### src/hdl/ple_pkg.sv
`timescale 1ns / 1ps
// Shared types and constants for the positional list engine.
// No dependencies; used by ple_cell and positional_list_engine_core.

package ple_pkg;

   localparam int DEF_CAPACITY     = 64;
   localparam int DEF_HANDLE_WIDTH = 32;

   // Fixed port field widths
   localparam int CMD_W    = 3;
   localparam int INDEX_W  = 7;
   localparam int ELEM_W   = 32;
   localparam int STATUS_W = 2;
   localparam int FOUND_W  = 6;
   localparam int COUNT_W  = 7;

   typedef enum logic [CMD_W-1:0] {
      CMD_INSERT    = 3'd0,
      CMD_READ      = 3'd1,
      CMD_OVERWRITE = 3'd2,
      CMD_POP       = 3'd3,
      CMD_SEARCH    = 3'd4,
      CMD_CLEAR     = 3'd5
   } cmd_type;

   typedef enum logic [STATUS_W-1:0] {
      ST_OK    = 2'd0,
      ST_RANGE = 2'd1,
      ST_FULL  = 2'd2,
      ST_MISS  = 2'd3
   } status_type;

   typedef enum logic [1:0] {
      S_IDLE,
      S_SCAN,
      S_FIN
   } state_type;

   // What every cell of the chain does in a cycle
   typedef enum logic [2:0] {
      CH_KEEP,
      CH_INSERT,
      CH_WRITE,
      CH_REMOVE,
      CH_ROTATE
   } chain_op_type;

endpackage

### src/hdl/ple_cell.sv
`timescale 1ns / 1ps
// One storage cell of the list chain: holds the handle at a fixed position.
// Depends on ple_pkg (chain_op_type).

module ple_cell #(
   parameter int IDX = 0,
   parameter int PW  = 7,
   parameter int CW  = 7,
   parameter int HW  = 32
) (
   input  logic                  clock,
   input  ple_pkg::chain_op_type op,
   input  logic [PW-1:0]         pos,
   input  logic [CW-1:0]         last,
   input  logic [HW-1:0]         handle,
   input  logic [HW-1:0]         left_q,
   input  logic [HW-1:0]         right_q,
   input  logic [HW-1:0]         head_q,
   output logic [HW-1:0]         q
);

   localparam logic [PW-1:0] MY_POS  = PW'(IDX);
   localparam logic [CW-1:0] MY_SLOT = CW'(IDX);

   logic [HW-1:0] data_ff;
   logic [HW-1:0] data_in;

   always_comb begin
      data_in = data_ff;
      unique case (op)
         ple_pkg::CH_KEEP: begin
            data_in = data_ff;
         end
         ple_pkg::CH_INSERT: begin
            if (MY_POS > pos) begin
               data_in = left_q;
            end else if (MY_POS == pos) begin
               data_in = handle;
            end
         end
         ple_pkg::CH_WRITE: begin
            if (MY_POS == pos) begin
               data_in = handle;
            end
         end
         ple_pkg::CH_REMOVE: begin
            if (MY_POS >= pos) begin
               data_in = right_q;
            end
         end
         ple_pkg::CH_ROTATE: begin
            // rotate the occupied part left; the head wraps to the last slot
            if (MY_SLOT == last) begin
               data_in = head_q;
            end else if (MY_SLOT < last) begin
               data_in = right_q;
            end
         end
         default: begin
            data_in = data_ff;
         end
      endcase
   end

   always_ff @(posedge clock) begin
      data_ff <= data_in;
   end

   assign q = data_ff;

endmodule

### config.mk
export PLATFORM = sky130hd
export DESIGN_NAME = ple_cell
export DESIGN_NICKNAME = d
export VERILOG_FILES = /design/src/hdl/ple_pkg.sv /design/src/hdl/ple_cell.sv
export SDC_FILE = /design/constraint.sdc
export NUM_CORES = 1
export LEC_CHECK = 0
export BUFFER_PORTS_ARGS = -buffer_cell sky130_fd_sc_hd__buf_2
export CAP_MARGIN = 20
export CORE_ASPECT_RATIO = 1.75
export CORE_MARGIN = 2
export CORE_UTILIZATION = 41
export CTS_CLUSTER_DIAMETER = 50
export DETAILED_ROUTE_END_ITERATION = 10
export GPL_ROUTABILITY_DRIVEN = 0
export PLACE_DENSITY_LB_ADDON = 0.2
export REMOVE_ABC_BUFFERS = 1
export SLEW_MARGIN = 10
export SYNTH_ARGS = -nofsm -noshare
export SYNTH_HDL_FRONTEND = slang
export SYNTH_SLANG_ARGS = --single-unit
### constraint.sdc
create_clock -name clock -period 5.94 [get_ports clock]
set_clock_uncertainty 0.15 [all_clocks]
set_input_delay 0.297 -clock clock [delete_from_list [all_inputs] [get_ports clock]]
set_output_delay 0.297 -clock clock [all_outputs]
set_load 0.05 [all_outputs]
==> run summary <==
Drt first pass iters: 5
Number of global-route vias before repair: 1965
RSZ-0062 raised after global routing: false
Initial DRC count: 34
DRC: 0
Area leader, netlist: edfxtp_1
Synth Register Bits: 32
CTS H-Tree Depth: 2
Yosys top cell area share: 0.469
Rows: 34
ANT nets after route: 0
Setup TNS: 0 ps
Largest net degree at the start of global routing: 34
Net count, final: 475
Worst setup EP type: flip-flop
Yosys Warn Count: 0
Fin crit period: 2570 ps
I/O Buffers: 145
Setup violations, final: 0
PD cells: 218 mW/mm^2
CTS tree: done
Post-CTS Hold Buffers: 0
GR Overflow Total: 0
First-pass GRT wire length: 8.36 mm
Initial antenna violation count: 0
Most frequent cells in the layout: 145 x buf_2, 33 x nand2_1, 32 x inv_1, 32 x mux2i_1, 32 x edfxtp_1
HP Class: in -> reg
Final Hold Viols: 0
Post-CTS sizing: 0
Avg Synthesized Cell Area: 11.1 um^2
Post-Syn Area: 0.00205 mm^2
Via density: 5.13
Die Y-Extent: 97.5 um
Full die area: 0.00560 mm^2
GR Util met1: 0.211
Max-slew violations: 0
Top post-synthesis cells by area: edfxtp_1 47%, mux2i_1 16%, o221ai_1 11%
CP arrival: 2380 ps
Core Region: 0.00489 mm^2
N_diodes: 0
Distinct cells, synth: 20
CTS Buf Count: 5
Met2 Track Usage GR: 0.344
Starting density of the core: 0.418
Total routed wirelength: 5.39 mm
Clock-pin transition on the worst setup and hold timing paths: 60 ps
Root buf cell: clkbuf_8
Run status: complete, no violations
Share of layout cells above drive strength 1: 0.506
Post-CTS Setup Bufs: 0
Final Total Pwr: 623 uW
Global route hottest layer: met2
Kind of critical path: in -> reg
Number of top-level pins: 178
Critical Path Fanout Max: 33
Nature of the critical path startpoint: primary input
Max clock buf depth: 2
Worst Tran Pin Value: 1030 ps
Max-Cap Viols: 0
Clk_lat worst skew: 270 ps
P&R area growth vs syn: 39.9%
Cell count after synthesis: 185
Register area share after synthesis: 0.469
DP HPWL: 3.97 mm
Fmax: 390 MHz
Worst vdd ir: 0.155 mV
Commonest non-fill, non-tap cell in the layout: buf_2
Total GRT Usage: 0.189
Die width: 57.4 um
Max reg flops: 32
Clk sinks: 32
Vias: 1968
Routing usage on met3: 0.0479
Worst endpoint required time: 5750 ps
Fin area: 0.00286 mm^2
Routed WL per cell: 14.0 um
Period utilization: 0.432
Max_slew headroom: 0.316
Leak: 0.00154 uW
Cell area after placement: 0.00278 mm^2
-- cell families (layout without fill, tap and decap cells) --
logic type | count (synthesis) | in the layout | share of synthesized area
AOI/OAI and AO/OA | 36 | 36 | 0.174
buffers and inverters | 44 | 189 | 0.108
DFF | 32 | 32 | 0.469
muxes | 32 | 32 | 0.156
and+or+nand+nor | 41 | 41 | 0.0917
-- critical path, cell delays in order --
cell and delay [ps]:
buf_2 90, nor4_1 340, nand2_2 70, buf_4 320
a32oi_2 840, buf_4 410
-- worst paths after layout --
path              slack (ps)               to  depth (start not counted)             from
setup / recovery        3370   q[6]$_DFFE_PP_                          6           pos[3]
hold / removal           150  q[11]$_DFFE_PP_                          3       head_q[11]
setup reg to reg        4820   q[0]$_DFFE_PP_                          2   q[0]$_DFFE_PP_
hold reg to reg          500  q[31]$_DFFE_PP_                          2  q[31]$_DFFE_PP_
-- cells in the mapped netlist --
cell type  number
nand2_1        34
o221ai_1       26
or4_4           1
edfxtp_1       32
or3b_4          1
buf_2           6
mux2i_1        32
nor2_1          1
nor3_4          1
buf_6           5
buf_8           1
o221ai_2        6
nor3_1          1
o21bai_1        1
o22a_4          1
nor4_1          1
or3_1           1
inv_1          32
a32oi_1         1
o21ai_1         1
-- where the power goes --
part	internal (uW)	switching, uW	leakage (uW)	total [uW]
registers	277	8.88	0.000308	286
logic	64.5	118	0.00120	182
clock network	81.4	73.9	0.0000399	155
-- layer usage --
metal / part of all wire / vias to the layer above
met5: 0 / -
met4: 0.013 / 0
met3: 0.082 / 5
met2: 0.52 / 88
met1: 0.38 / 897
li1: - / 978
-- area by class of cell --
| cell class | instances | area (um^2) |
|---|---|---|
| well taps | 54 | 67.6 |
| multi-input cells | 109 | 878 |
| fillers | 470 | 2030 |
| clock buffers | 7 | 76.3 |
| repair buffers | 149 | 756 |
| inverters | 32 | 120 |
| clock inverters | 1 | 3.75 |
| flip-flops and latches | 32 | 961 |
-- per-stage QoR --
stage	cells	setup slack [ps]	hold WS (ps)	utilization
floorplan	173	1980	341	-
global placement	376	3060	426	0.569
detailed placement	376	3010	430	0.569
CTS	384	3300	139	0.585
global route	384	3160	151	0.585
finish	384	3370	147	0.585
Note: power is estimated with default switching activity, not from simulation.
